**src/rtl/core/serial_packet_deframer_top_macros.svh**
```systemverilog
// ----------------------------------------------------------------------------
// serial_packet_deframer_top_macros
// Assertion macros shared by the deframer modules. Both expect signals named
// clock and reset in the module that uses them.
// ----------------------------------------------------------------------------
`ifndef SERIAL_PACKET_DEFRAMER_TOP_MACROS_SVH
`define SERIAL_PACKET_DEFRAMER_TOP_MACROS_SVH
`ifndef SYNTH
`define SPD_ASSERT(lbl, prop, msg) \
   lbl: assert property (@(posedge clock) disable iff (reset) prop) else $error(msg);
`define SPD_ASSERT_NEVER(lbl, expr, msg) \
   `SPD_ASSERT(lbl, !(expr), msg)
`else
`define SPD_ASSERT(lbl, prop, msg)
`define SPD_ASSERT_NEVER(lbl, expr, msg)
`endif
`endif

```
**src/rtl/core/spd_pkg.sv**
```systemverilog
// ----------------------------------------------------------------------------
// spd_pkg
// Types and constants shared by the serial packet deframer modules.
// ----------------------------------------------------------------------------
package spd_pkg;

   localparam int DEFAULT_BUFFER_DEPTH = 32;

   // Framing characters.
   localparam logic [7:0] HDR_BIN = 8'hFF;
   localparam logic [7:0] TRL_BIN = 8'hFE;
   localparam logic [7:0] HDR_TXT = 8'h40;
   localparam logic [7:0] CHR_CR  = 8'h0D;
   localparam logic [7:0] CHR_LF  = 8'h0A;
   localparam logic [7:0] CHR_NUL = 8'h00;

   localparam logic [5:0] PAYLOAD_LENGTH_RESET = 6'd4;

   // Register index, taken from address bit 2.
   localparam logic REG_FRAME_MODE     = 1'b0;
   localparam logic REG_PAYLOAD_LENGTH = 1'b1;

   localparam logic MODE_BINARY = 1'b0;
   localparam logic MODE_TEXT   = 1'b1;

   typedef enum logic [1:0] {
      OP_RX_BYTE    = 2'd0,
      OP_READ_CLEAR = 2'd1,
      OP_READ_ENTRY = 2'd2
   } spd_op_type;

   // Status reported for one item, after its update; a flag clear reports ready_flag as it was before the clear.
   typedef struct packed {
      logic       ready_flag;
      logic       frame_done;
      logic [5:0] payload_count;
      logic       overflow;
   } spd_status_type;

   // Buffer write request from the frame control.
   typedef struct packed {
      logic       wr_en;
      logic [7:0] wr_data;
   } spd_wreq_type;

endpackage

```
**src/rtl/core/spd_frame_ctrl.sv**
```systemverilog
// ----------------------------------------------------------------------------
// spd_frame_ctrl
// Frame parser: phase, fill count, ready and overflow flags, and the write
// request into the payload buffer for each received byte.
// ----------------------------------------------------------------------------
module spd_frame_ctrl import spd_pkg::*; #(
   parameter int BUFFER_DEPTH = DEFAULT_BUFFER_DEPTH,
   localparam int AW = (BUFFER_DEPTH > 1) ? $clog2(BUFFER_DEPTH) : 1,
   localparam int CW = $clog2(BUFFER_DEPTH + 1)
) (
   input  logic           clock,
   input  logic           reset,
   input  logic           accept,
   input  spd_op_type     opcode,
   input  logic [7:0]     rx_byte,
   input  logic           frame_mode,
   input  logic [5:0]     payload_length,
   output spd_status_type status,
   output spd_wreq_type   wreq,
   output logic [AW-1:0]  wr_addr
);

   typedef enum logic [1:0] {
      PH_WAIT = 2'd0,
      PH_BODY = 2'd1,
      PH_TAIL = 2'd2
   } phase_type;

   phase_type       phase_ff, phase_in;
   logic [CW-1:0]   cnt_ff, cnt_in;
   logic            ready_ff, ready_in;
   logic            ovf_ff, ovf_in;
   logic            done;
   logic [CW-1:0]   len_eff;
   logic            cnt_room;

   // Binary length clamped to 1..BUFFER_DEPTH.
   always_comb begin
      if (payload_length == 6'd0) begin
         len_eff = CW'(1);
      end else if (32'(payload_length) > 32'(BUFFER_DEPTH)) begin
         len_eff = CW'(BUFFER_DEPTH);
      end else begin
         len_eff = CW'(payload_length);
      end
   end

   assign cnt_room = 32'(cnt_ff) < 32'(BUFFER_DEPTH);
   assign wr_addr  = AW'(cnt_ff);

   always_comb begin
      phase_in     = phase_ff;
      cnt_in       = cnt_ff;
      ready_in     = ready_ff;
      ovf_in       = ovf_ff;
      done         = 1'b0;
      wreq.wr_en   = 1'b0;
      wreq.wr_data = rx_byte;
      if (accept && opcode == OP_RX_BYTE) begin
         case (phase_ff)
            PH_BODY: begin
               if (frame_mode == MODE_BINARY) begin
                  wreq.wr_en = cnt_room;
                  if (cnt_room) begin
                     cnt_in = cnt_ff + CW'(1);
                  end
                  if (cnt_in >= len_eff) begin
                     phase_in = PH_TAIL;
                  end
               end else begin
                  if (rx_byte == CHR_CR) begin
                     phase_in = PH_TAIL;
                  end else if (32'(cnt_ff) + 32'd1 < 32'(BUFFER_DEPTH)) begin
                     wreq.wr_en = 1'b1;
                     cnt_in     = cnt_ff + CW'(1);
                  end else begin
                     ovf_in = 1'b1;
                  end
               end
            end
            PH_TAIL: begin
               if (frame_mode == MODE_BINARY) begin
                  if (rx_byte == TRL_BIN) begin
                     phase_in = PH_WAIT;
                     ready_in = 1'b1;
                     done     = 1'b1;
                  end
               end else if (rx_byte == CHR_LF) begin
                  phase_in     = PH_WAIT;
                  wreq.wr_en   = cnt_room;
                  wreq.wr_data = CHR_NUL;
                  ready_in     = 1'b1;
                  done         = 1'b1;
               end
            end
            default: begin
               phase_in = PH_WAIT;
               if ((frame_mode == MODE_BINARY && rx_byte == HDR_BIN) ||
                   (frame_mode == MODE_TEXT && rx_byte == HDR_TXT && !ready_ff)) begin
                  phase_in = PH_BODY;
                  cnt_in   = '0;
                  ovf_in   = 1'b0;
               end
            end
         endcase
      end else if (accept && opcode == OP_READ_CLEAR) begin
         ready_in = 1'b0;
      end
   end

   always_comb begin
      status.ready_flag    = (opcode == OP_READ_CLEAR) ? ready_ff : ready_in;
      status.frame_done    = done;
      status.payload_count = 6'(cnt_in);
      status.overflow      = ovf_in;
   end

   always_ff @(posedge clock) begin
      if (reset) begin
         phase_ff <= PH_WAIT;
         cnt_ff   <= '0;
         ready_ff <= 1'b0;
         ovf_ff   <= 1'b0;
      end else begin
         phase_ff <= phase_in;
         cnt_ff   <= cnt_in;
         ready_ff <= ready_in;
         ovf_ff   <= ovf_in;
      end
   end

`include "serial_packet_deframer_top_macros.svh"

   `SPD_ASSERT_NEVER(a_cnt_bound, 32'(cnt_ff) > 32'(BUFFER_DEPTH), "fill count beyond buffer")
   `SPD_ASSERT(a_done_sets_ready, accept && done |=> ready_ff, "frame end did not set ready")
   `SPD_ASSERT(a_text_last_nul, wreq.wr_en && frame_mode == MODE_TEXT && (32'(wr_addr) == 32'(BUFFER_DEPTH) - 32'd1) |-> wreq.wr_data == CHR_NUL, "text frame overwrote terminator slot")
   `SPD_ASSERT(a_bin_fill_step, accept && opcode == OP_RX_BYTE && phase_ff == PH_BODY && frame_mode == MODE_BINARY && cnt_room |=> 32'(cnt_ff) == 32'($past(cnt_ff)) + 32'd1, "binary body byte not counted")

endmodule

```
**src/rtl/core/serial_packet_deframer_top.sv**
```systemverilog
// ----------------------------------------------------------------------------
// serial_packet_deframer_top
// Serial packet deframer: binary and text framing into a payload buffer.
// ----------------------------------------------------------------------------
// The deframer takes one item per clock cycle while req_tready is high and
// returns exactly one result item per input item, in the cycle after it is
// accepted. Each item is a received byte, a read-and-clear of the frame-ready
// flag, or a read of one buffer entry. This timing is set by the payload
// buffer, a single memory with one write port and one registered read port: a
// byte is written at the edge that accepts it, and a buffer read returns its
// data in the result register in the cycle after. The result register decouples the two
// sides, so req_tready only falls while a result is held and rsp_tready is
// low. The buffer has no reset and needs no clearing pass after reset;
// reading an entry never written since reset returns an undefined value.
// Configuration (frame mode at byte address 0, binary payload length at
// byte address 4) is written through the csr_ port while the block is idle.
// ----------------------------------------------------------------------------
module serial_packet_deframer_top import spd_pkg::*; #(
   parameter int BUFFER_DEPTH = DEFAULT_BUFFER_DEPTH
) (
   input  logic        clock,
   input  logic        reset,
   // Input items.
   input  logic        req_tvalid,
   output logic        req_tready,
   input  logic [15:0] req_tdata,   // [7:0] rx_byte, [12:8] read_index, rest zero
   input  logic [1:0]  req_tuser,   // [1:0] opcode
   // Result items.
   output logic        rsp_tvalid,
   input  logic        rsp_tready,
   output logic [15:0] rsp_tdata,   // [0] ready_flag, [8:1] read_data,
                                    // [14:9] payload_count, [15] overflow
   output logic        rsp_tlast,   // frame_done
   // Configuration port.
   input  logic        csr_psel,
   input  logic        csr_penable,
   input  logic        csr_pwrite,
   input  logic [2:0]  csr_paddr,
   input  logic [31:0] csr_pwdata,
   output logic [31:0] csr_prdata,
   output logic        csr_pready
);

   localparam int AW = (BUFFER_DEPTH > 1) ? $clog2(BUFFER_DEPTH) : 1;

   // Configuration registers.
   logic       mode_ff, mode_in;
   logic [5:0] len_ff, len_in;
   logic       csr_wr;

   // Input item fields.
   spd_op_type opcode;
   logic [7:0] rx_byte;
   logic [4:0] read_index;
   logic       accept;
   logic       rd_hit;

   // Frame control.
   spd_status_type status;
   spd_wreq_type   wreq;
   logic [AW-1:0]  wr_addr;

   // Payload buffer with its registered read port.
   logic [7:0] store_mem [BUFFER_DEPTH];
   logic [7:0] rd_data_ff;

   // Result register.
   logic           rsp_valid_ff, rsp_valid_in;
   spd_status_type rsp_status_ff;
   logic           rd_sel_ff;

   assign csr_pready = 1'b1;
   assign csr_wr     = csr_psel && csr_penable && csr_pwrite && csr_pready;

   always_comb begin
      mode_in = mode_ff;
      len_in  = len_ff;
      if (csr_wr) begin
         case (csr_paddr[2])
            REG_FRAME_MODE:     mode_in = csr_pwdata[0];
            REG_PAYLOAD_LENGTH: len_in  = csr_pwdata[5:0];
            default:            mode_in = mode_ff;
         endcase
      end
   end

   always_comb begin
      case (csr_paddr[2])
         REG_FRAME_MODE:     csr_prdata = {31'd0, mode_ff};
         REG_PAYLOAD_LENGTH: csr_prdata = {26'd0, len_ff};
         default:            csr_prdata = '0;
      endcase
   end

   always_ff @(posedge clock) begin
      if (reset) begin
         mode_ff <= MODE_BINARY;
         len_ff  <= PAYLOAD_LENGTH_RESET;
      end else begin
         mode_ff <= mode_in;
         len_ff  <= len_in;
      end
   end

   // A new item is taken whenever the result register is empty or is being
   // emptied in this same cycle.
   assign req_tready = !rsp_valid_ff || rsp_tready;
   assign accept     = req_tvalid && req_tready;
   assign opcode     = spd_op_type'(req_tuser);
   assign rx_byte    = req_tdata[7:0];
   assign read_index = req_tdata[12:8];

   // Indices at or above the buffer depth read as zero.
   assign rd_hit = (opcode == OP_READ_ENTRY) && (32'(read_index) < 32'(BUFFER_DEPTH));

   spd_frame_ctrl #(
      .BUFFER_DEPTH (BUFFER_DEPTH)
   ) u_frame_ctrl (
      .clock          (clock),
      .reset          (reset),
      .accept         (accept),
      .opcode         (opcode),
      .rx_byte        (rx_byte),
      .frame_mode     (mode_ff),
      .payload_length (len_ff),
      .status         (status),
      .wreq           (wreq),
      .wr_addr        (wr_addr)
   );

   // Writes and reads come from different items, and a read item is always
   // accepted after the write it depends on, so the read sees the stored byte
   // without forwarding.
   always_ff @(posedge clock) begin
      if (wreq.wr_en) begin
         store_mem[wr_addr] <= wreq.wr_data;
      end
      if (accept && rd_hit) begin
         rd_data_ff <= store_mem[AW'(read_index)];
      end
   end

   assign rsp_valid_in = accept || (rsp_valid_ff && !rsp_tready);

   always_ff @(posedge clock) begin
      if (reset) begin
         rsp_valid_ff <= 1'b0;
      end else begin
         rsp_valid_ff <= rsp_valid_in;
      end
      if (accept) begin
         rsp_status_ff <= status;
         rd_sel_ff     <= rd_hit;
      end
   end

   assign rsp_tvalid = rsp_valid_ff;
   assign rsp_tlast  = rsp_status_ff.frame_done;
   assign rsp_tdata  = {rsp_status_ff.overflow,
                        rsp_status_ff.payload_count,
                        rd_sel_ff ? rd_data_ff : 8'd0,
                        rsp_status_ff.ready_flag};

`include "serial_packet_deframer_top_macros.svh"

   `SPD_ASSERT(a_accept_gives_result, accept |=> rsp_tvalid, "accepted item left no result")
   `SPD_ASSERT(a_done_with_ready, rsp_tvalid && rsp_tlast |-> rsp_tdata[0], "frame end reported without ready")
   `SPD_ASSERT(a_read_selects_data, accept && rd_hit |=> rd_sel_ff, "buffer read not routed to result")

endmodule

```
**config.mk**
```make
export PLATFORM = sky130hd
export DESIGN_NAME = serial_packet_deframer_top
export DESIGN_NICKNAME = d
export VERILOG_FILES = /design/src/rtl/core/spd_pkg.sv /design/src/rtl/core/spd_frame_ctrl.sv /design/src/rtl/core/serial_packet_deframer_top.sv
export VERILOG_INCLUDE_DIRS = /design/src /design/src/rtl/core
export SDC_FILE = /design/constraint.sdc
export NUM_CORES = 1
export LEC_CHECK = 0
export BUFFER_PORTS_ARGS = -buffer_cell sky130_fd_sc_hd__buf_2
export CAP_MARGIN = 0
export CORE_MARGIN = 2
export CORE_UTILIZATION = 45
export DETAILED_ROUTE_END_ITERATION = 8
export GPL_TIMING_DRIVEN = 1
export PLACE_DENSITY_LB_ADDON = 0.05
export SYNTH_ARGS = -nofsm -noshare
export SYNTH_HDL_FRONTEND = slang
export SYNTH_SLANG_ARGS = --single-unit
export TNS_END_PERCENT = 30
```
**constraint.sdc**
```tcl
create_clock -name clock -period 4.15 [get_ports clock]
set_input_delay 0.83 -clock clock [delete_from_list [all_inputs] [get_ports clock]]
set_output_delay 0.83 -clock clock [all_outputs]
set_load 0.03 [all_outputs]
```
# Yosys cells after proc, flatten, opt, wreduce, memory -nomap -nowiden
# Memories as Yosys holds them, arrays and structs flattened. A register that Yosys moved wholly into a read port is not among the register bits.
# Index checks and enable logic that the tools add are counted.
word_totals:
  reg_bits: 28
  mem_bits_rw: 256
  input_bits: 60
  out_inout_bits: 52
  n_memories: 1
classes:
  addsub: 2
  magnitude_cmp: 4
  eq_ne: 13
  muxes: 48
  bitwise: 2
  reduce_logical: 22
mem_list:
  columns: ["name", "depth", "width", "rd", "rd_ports_with_merged_regs", "write_ports", "line_no", "source"]
  rows:
  - ["store_mem", 32, 8, 1, 1, 1, "serial_packet_deframer_top.sv:64", "logic [7:0] store_mem [BUFFER_DEPTH];"]
op_table:
  columns: ["operator", "count"]
  rows:
  - ["6-bit 2-to-1 mux", 11]
  - ["32-bit one-hot mux with 2 select lines", 1]
  - ["32-bit by 6-bit < comparator with 1-bit output, second input constant", 1]
  - ["9-bit 2-to-1 mux", 3]
  - ["1-bit 2-to-1 mux", 21]
  - ["8-bit by 4-bit equality test with 1-bit output, second input constant", 2]
  - ["8-bit equality test, second input constant", 2]
  - ["8-bit 2-to-1 mux", 2]
  - ["2-bit 2-to-1 mux", 6]
  - ["3-bit by 2-bit != test with 1-bit output, second input constant", 4]
  - ["6-bit one-hot mux with 2 select lines", 1]
  - ["1-bit logical AND", 10]
  - ["8-bit by 7-bit equality test with 1-bit output, second input constant", 1]
  - ["6-bit by 1-bit adder with 7-bit output, second input constant", 1]
  - ["6-bit by 1-bit adder with 6-bit output, second input constant", 1]
  - ["6-bit >= comparator", 1]
  - ["6-bit greater-than comparator, second input constant", 1]
  - ["6-bit zero test", 1]
  - ["6-bit < comparator, second input constant", 1]
  - ["2-bit AND reduction", 3]
  - ["5-bit AND reduction", 1]
  - ["2-bit by 1-bit equality test with 1-bit output, second input constant", 2]
  - ["2-bit equality test, second input constant", 2]
  - ["1-bit one-hot mux with 2 select lines", 2]
  - ["other kinds (5)", 10]

# Longest topological paths before layout
logic_depth:
  ltp_word: 9
  ltp_mapped: 10

# Modules after synthesis
# Synthesis repeated with hierarchy kept, for this count alone.
hier_totals:
  cells_unflattened: 684
  area_unflattened_um2: 12340.6
by_module_without_submodules:
  columns: ["module", "instances", "cells_per_inst", "area_each_um2"]
  rows:
  - ["serial_packet_deframer_top", 1, 502, 11048.1]
  - ["spd_frame_ctrl", 1, 182, 1292.5]

# Worst setup path after synthesis
# OpenSTA, ideal clock, no wires.
synth_path:
  path_type: "input-to-reg"
  start: "input port rsp_tready"
  end: "memory store_mem[0][1] (data pin)"
  arrival_time_ns: 2.643
  required_time_ns: 3.791
  slack_ns: 1.147
  stages: 6
  path_buffers: 2
  path_cell_list: "nand2b_1 -> clkbuf_1 -> nand3_1 -> clkbuf_1 -> nor3_1 -> nor2b_1"
synth_lines:
  columns: ["element", "line_no", "source"]
  rows:
  - ["start: declaration", "serial_packet_deframer_top.sv:30", "input logic rsp_tready,"]
  - ["end: declaration", "serial_packet_deframer_top.sv:64", null]

# Worst setup path in the final report
layout_path:
  start: "input port req_tdata[4]"
  end: "memory store_mem[23][7], enable pin"
layout_via:
  elab_chain_cells: 7
  word_cells_on_any_way: 10
  classes_between: "2 x eq/ne; 8 x mux"
layout_lines:
  columns: ["element", "line_no", "source"]
  rows:
  - ["start: declaration", "serial_packet_deframer_top.sv:26", "input logic [15:0] req_tdata,"]
  - ["8-bit by 4-bit equality test with 1-bit output, on equally long branches", "spd_frame_ctrl.sv:88, spd_frame_ctrl.sv:71", null]
  - ["9-bit 2-to-1 mux / 1-bit 2-to-1 mux (equally long branches)", "spd_frame_ctrl.sv:88, spd_frame_ctrl.sv:71", null]
  - ["9-bit 2-to-1 mux / 1-bit 2-to-1 mux (equally long branches)", "spd_frame_ctrl.sv:82, spd_frame_ctrl.sv:62", null]
  - ["1-bit one-hot mux with 2 select lines (*)", "spd_frame_ctrl.sv:60", "case (phase_ff)"]
  - ["9-bit 2-to-1 mux (*)", "spd_frame_ctrl.sv:59", "if (accept && opcode == OP_RX_BYTE) begin"]
  - ["1-bit 2-to-1 mux (*)", "serial_packet_deframer_top.sv:135", "if (wreq.wr_en) begin"]
  - ["1-bit 2-to-1 mux (not written as such) (*)", "serial_packet_deframer_top.sv:136", "store_mem[wr_addr] <= wreq.wr_data;"]
# Every way passes the cells marked *; elsewhere a longest branch is shown, timed or not.

==> flow_summary.toml <==
[placement]
port_buffers = 53
place_ws_ns = 0.597
gp_congestion = 0.850
dp_hpwl_um = 17400

[critical_path]
critPathRequiredTime_ns = 4.39
cp.arrival_ns = 3.29
worst-path-max-fanout = 34
critPathLaunchType = "input port"
critPathLaunch = "req_tdata[4]"
r2r_start = "u_frame_ctrl.cnt_ff[5]"
critPathKind = "in -> reg"
cp-end-kind = "flop"
r2r_slack_ns = 1.12

[cts]
cts_root_buf = "clkbuf_16"
ctsHoldBuffers = 0
clockBufferDepth = 3
clock_sinks = 292
cts_resized = 0
cts_tree = "yes"
htreeDepth = 1
path_clk_slew_ns = 0.05
cts_setup_buffers = 0
numCtsBuffers = 31
clock_latency_ns = 0.55

[logic_synthesis]
synth_area_um2 = 12500
synth_fa_ha_area_frac = 0.0130
ys_ff_latch = 292
synth_ff_type = "edfxtp_1"
synth_edf_count = 274
synth_top_area_cell = "edfxtp_1"
avgSynthCellArea_um2 = 17.2
yosysSeqAreaShare = 0.688
synth_most_common_cell = "edfxtp_1"
synthTopCellsByArea = "edfxtp_1, mux4_2, mux2i_1, dfxtp_1, buf_4"
synth_cells = 724
synth_simple_gate_area_frac = 0.0682
synth_top_family_by_area = "multiplexers"
netlist-cell-type-count = 64
ys_warn_count = 0
async_flop_share = 0
synth.area.mux_share = 0.148
yosysTopAreaCellShare = 0.659
ys_top_cells_by_count = "edfxtp_1, mux4_2, nor2_1, mux2i_1, buf_4"
synth_xor_area_frac = 0.00281
synth_compound_area_frac = 0.0433

[sta]
fin_crit_sh = 0.735
finalMaxSlewViolations = 0
tightest_slew_ns = 0.865
hold_slack_ns = 0.509
relSlewSlack = 0.423
fin_ws_ns = 1.10
clock.fmax_mhz = 328
finalHoldViolations = 0
finClkSkew_ns = 0.0173
rsz0062_at_grt = "false"
timing.final.crit_period_ns = 3.05
setup_viol = 0
setup_tns_ns = 0

[routing]
routed_wirelength_um = 27400
drc = 0
antenna_left = 0
vias = 6697
dr.pass1.iters = 5
post_drt_wl_per_cell_um = 22.7
first_iter_violations = 524
vias_per_cell = 5.53

[final_layout]
multi_input_area_um2 = 3540
nNetsFinal = 892
n_fill_cell = 2225
fin_util = 0.527
seqCellArea_um2 = 8590
area_growth_pct = 14.5
drive_gt1_frac = 0.266
diodes = 0

[power]
intPower_w = 0.00495
peakVddDrop_v = 0.000281
p_clk_frac = 0.426
p_sw_frac = 0.206
power_frac_comb = 0.055
p_leak_nw = 4.97
switching_power_w = 0.00128
powerDensity_nw_per_um2 = 436
finalPower_w = 0.00623
pwr-share-seq = 0.519

[floorplanning]
coreArea_um2 = 27100
start_util = 0.461
dieArea_um2 = 29100
fp.dieW_um = 171
die-height_um = 171
io_pins = 112
core.rowCount = 60

[status]
outcome = "finished clean"

[worst_hold_path]
worstHoldPathType = "reg -> reg"
hp-start = "u_frame_ctrl.phase_ff[1]"

[run]
drv_cap = 0

[global_route]
antenna_found_initial = 0
grt-ovfl-total = 0
grt.total_usage = 0.194
grt_pass1_vias = 6844
grt_pass1_wl_um = 41500
grt_max_degree = 37
==> layout by cell type (no fill, tap or decap), types with 4 or more instances in the layout <==
master     count
nand3b_1       4
a211o_1        4
nor2b_1        7
o211ai_2       4
a31oi_1        7
nand4_1        5
clkinv_1       7
a221oi_1       8
a21oi_1       10
buf_2         52
ha_1          13
a22o_1         8
mux2i_1       39
clkbuf_16     31
clkbuf_1       7
o21ai_0        9
and3_1         7
nor3_1         4
and2_1        17
nand2b_1       5
mux4_2        64
nor2_1        52
inv_1         13
edfxtp_1     274
a211oi_1       5
conb_1        27
dfxtp_1       18
buf_4         48
bufinv_16      4
nand2_1       16
nand3_1       15
==> power groups by stage <==
stage	Combinational, W	Sequential (W)	Clock [W]
after CTS	0.000347	0.00324	0.00273
after floorplan	0.000249	0.00331	0
after global routing	0.000367	0.00324	0.00284
final	0.000341	0.00324	0.00266
after global placement	0.000340	0.00330	0
after detailed placement	0.000347	0.00330	0
==> through the flow <==
stage                     cell area [µm²]  cells
after detailed placement            13300   1158
after global placement              13300   1158
after CTS                           14300   1211
after floorplan                     12600    749
after global routing                14300   1211
final                               14300   1211
==> area by class of cell <==
cell class              count  area share
multi-input cells         378       0.248
well taps                 372      0.0326
inverters                  13     0.00341
repair buffers            103      0.0476
flip-flops and latches    292       0.601
clock buffers              38      0.0561
clock inverters            15      0.0119
==> logic make-up after synthesis <==
| group | Yosys count |
|---|---|
| AOI/OAI and AO/OA | 71 |
| xor gates and xnor gates | 4 |
| adders and majority gates | 13 |
| buffers and inverters | 79 |
| DFF | 292 |
| muxes | 104 |
| other | 2 |
| and+or+nand+nor | 159 |
==> routing by layer <==
metal | global-route usage | up-vias | wire [µm]
met3 | 0.0268 | 36 | 1190
met5 | 0 | - | 0
met4 | 0.0461 | 0 | 510
li1 | - | 3017 | -
met2 | 0.324 | 214 | 13600
met1 | 0.272 | 3430 | 12100
==> worst paths after layout <==
check / cells past startpoint / end
max: 7 / store_mem[23][7]
min: 2 / u_frame_ctrl.phase_ff[1]
max reg2reg: 8 / store_mem[23][7]
min reg2reg: 2 / u_frame_ctrl.phase_ff[1]
==> worst max-delay path: stages <==
cell and delay (ns):
buf_2 0.36, nor3_4 0.43, nand3_1 0.22, nor3_2 0.47
o211ai_2 0.35, nor2_1 0.37, buf_4 0.24
==> sequential cells by signal, indices dropped and copies added, names as in the netlist <==
register / cells
rd_data_ff: 8
rsp_tlast: 1
len_ff: 6
u_frame_ctrl.phase_ff: 2
store_mem: 256
rsp_tvalid: 1
rd_sel_ff: 1
rsp_tdata: 8
u_frame_ctrl.cnt_ff: 6
u_frame_ctrl.ready_ff: 1
mode_ff: 1
u_frame_ctrl.ovf_ff: 1
Power figures use the tool's default switching activity.
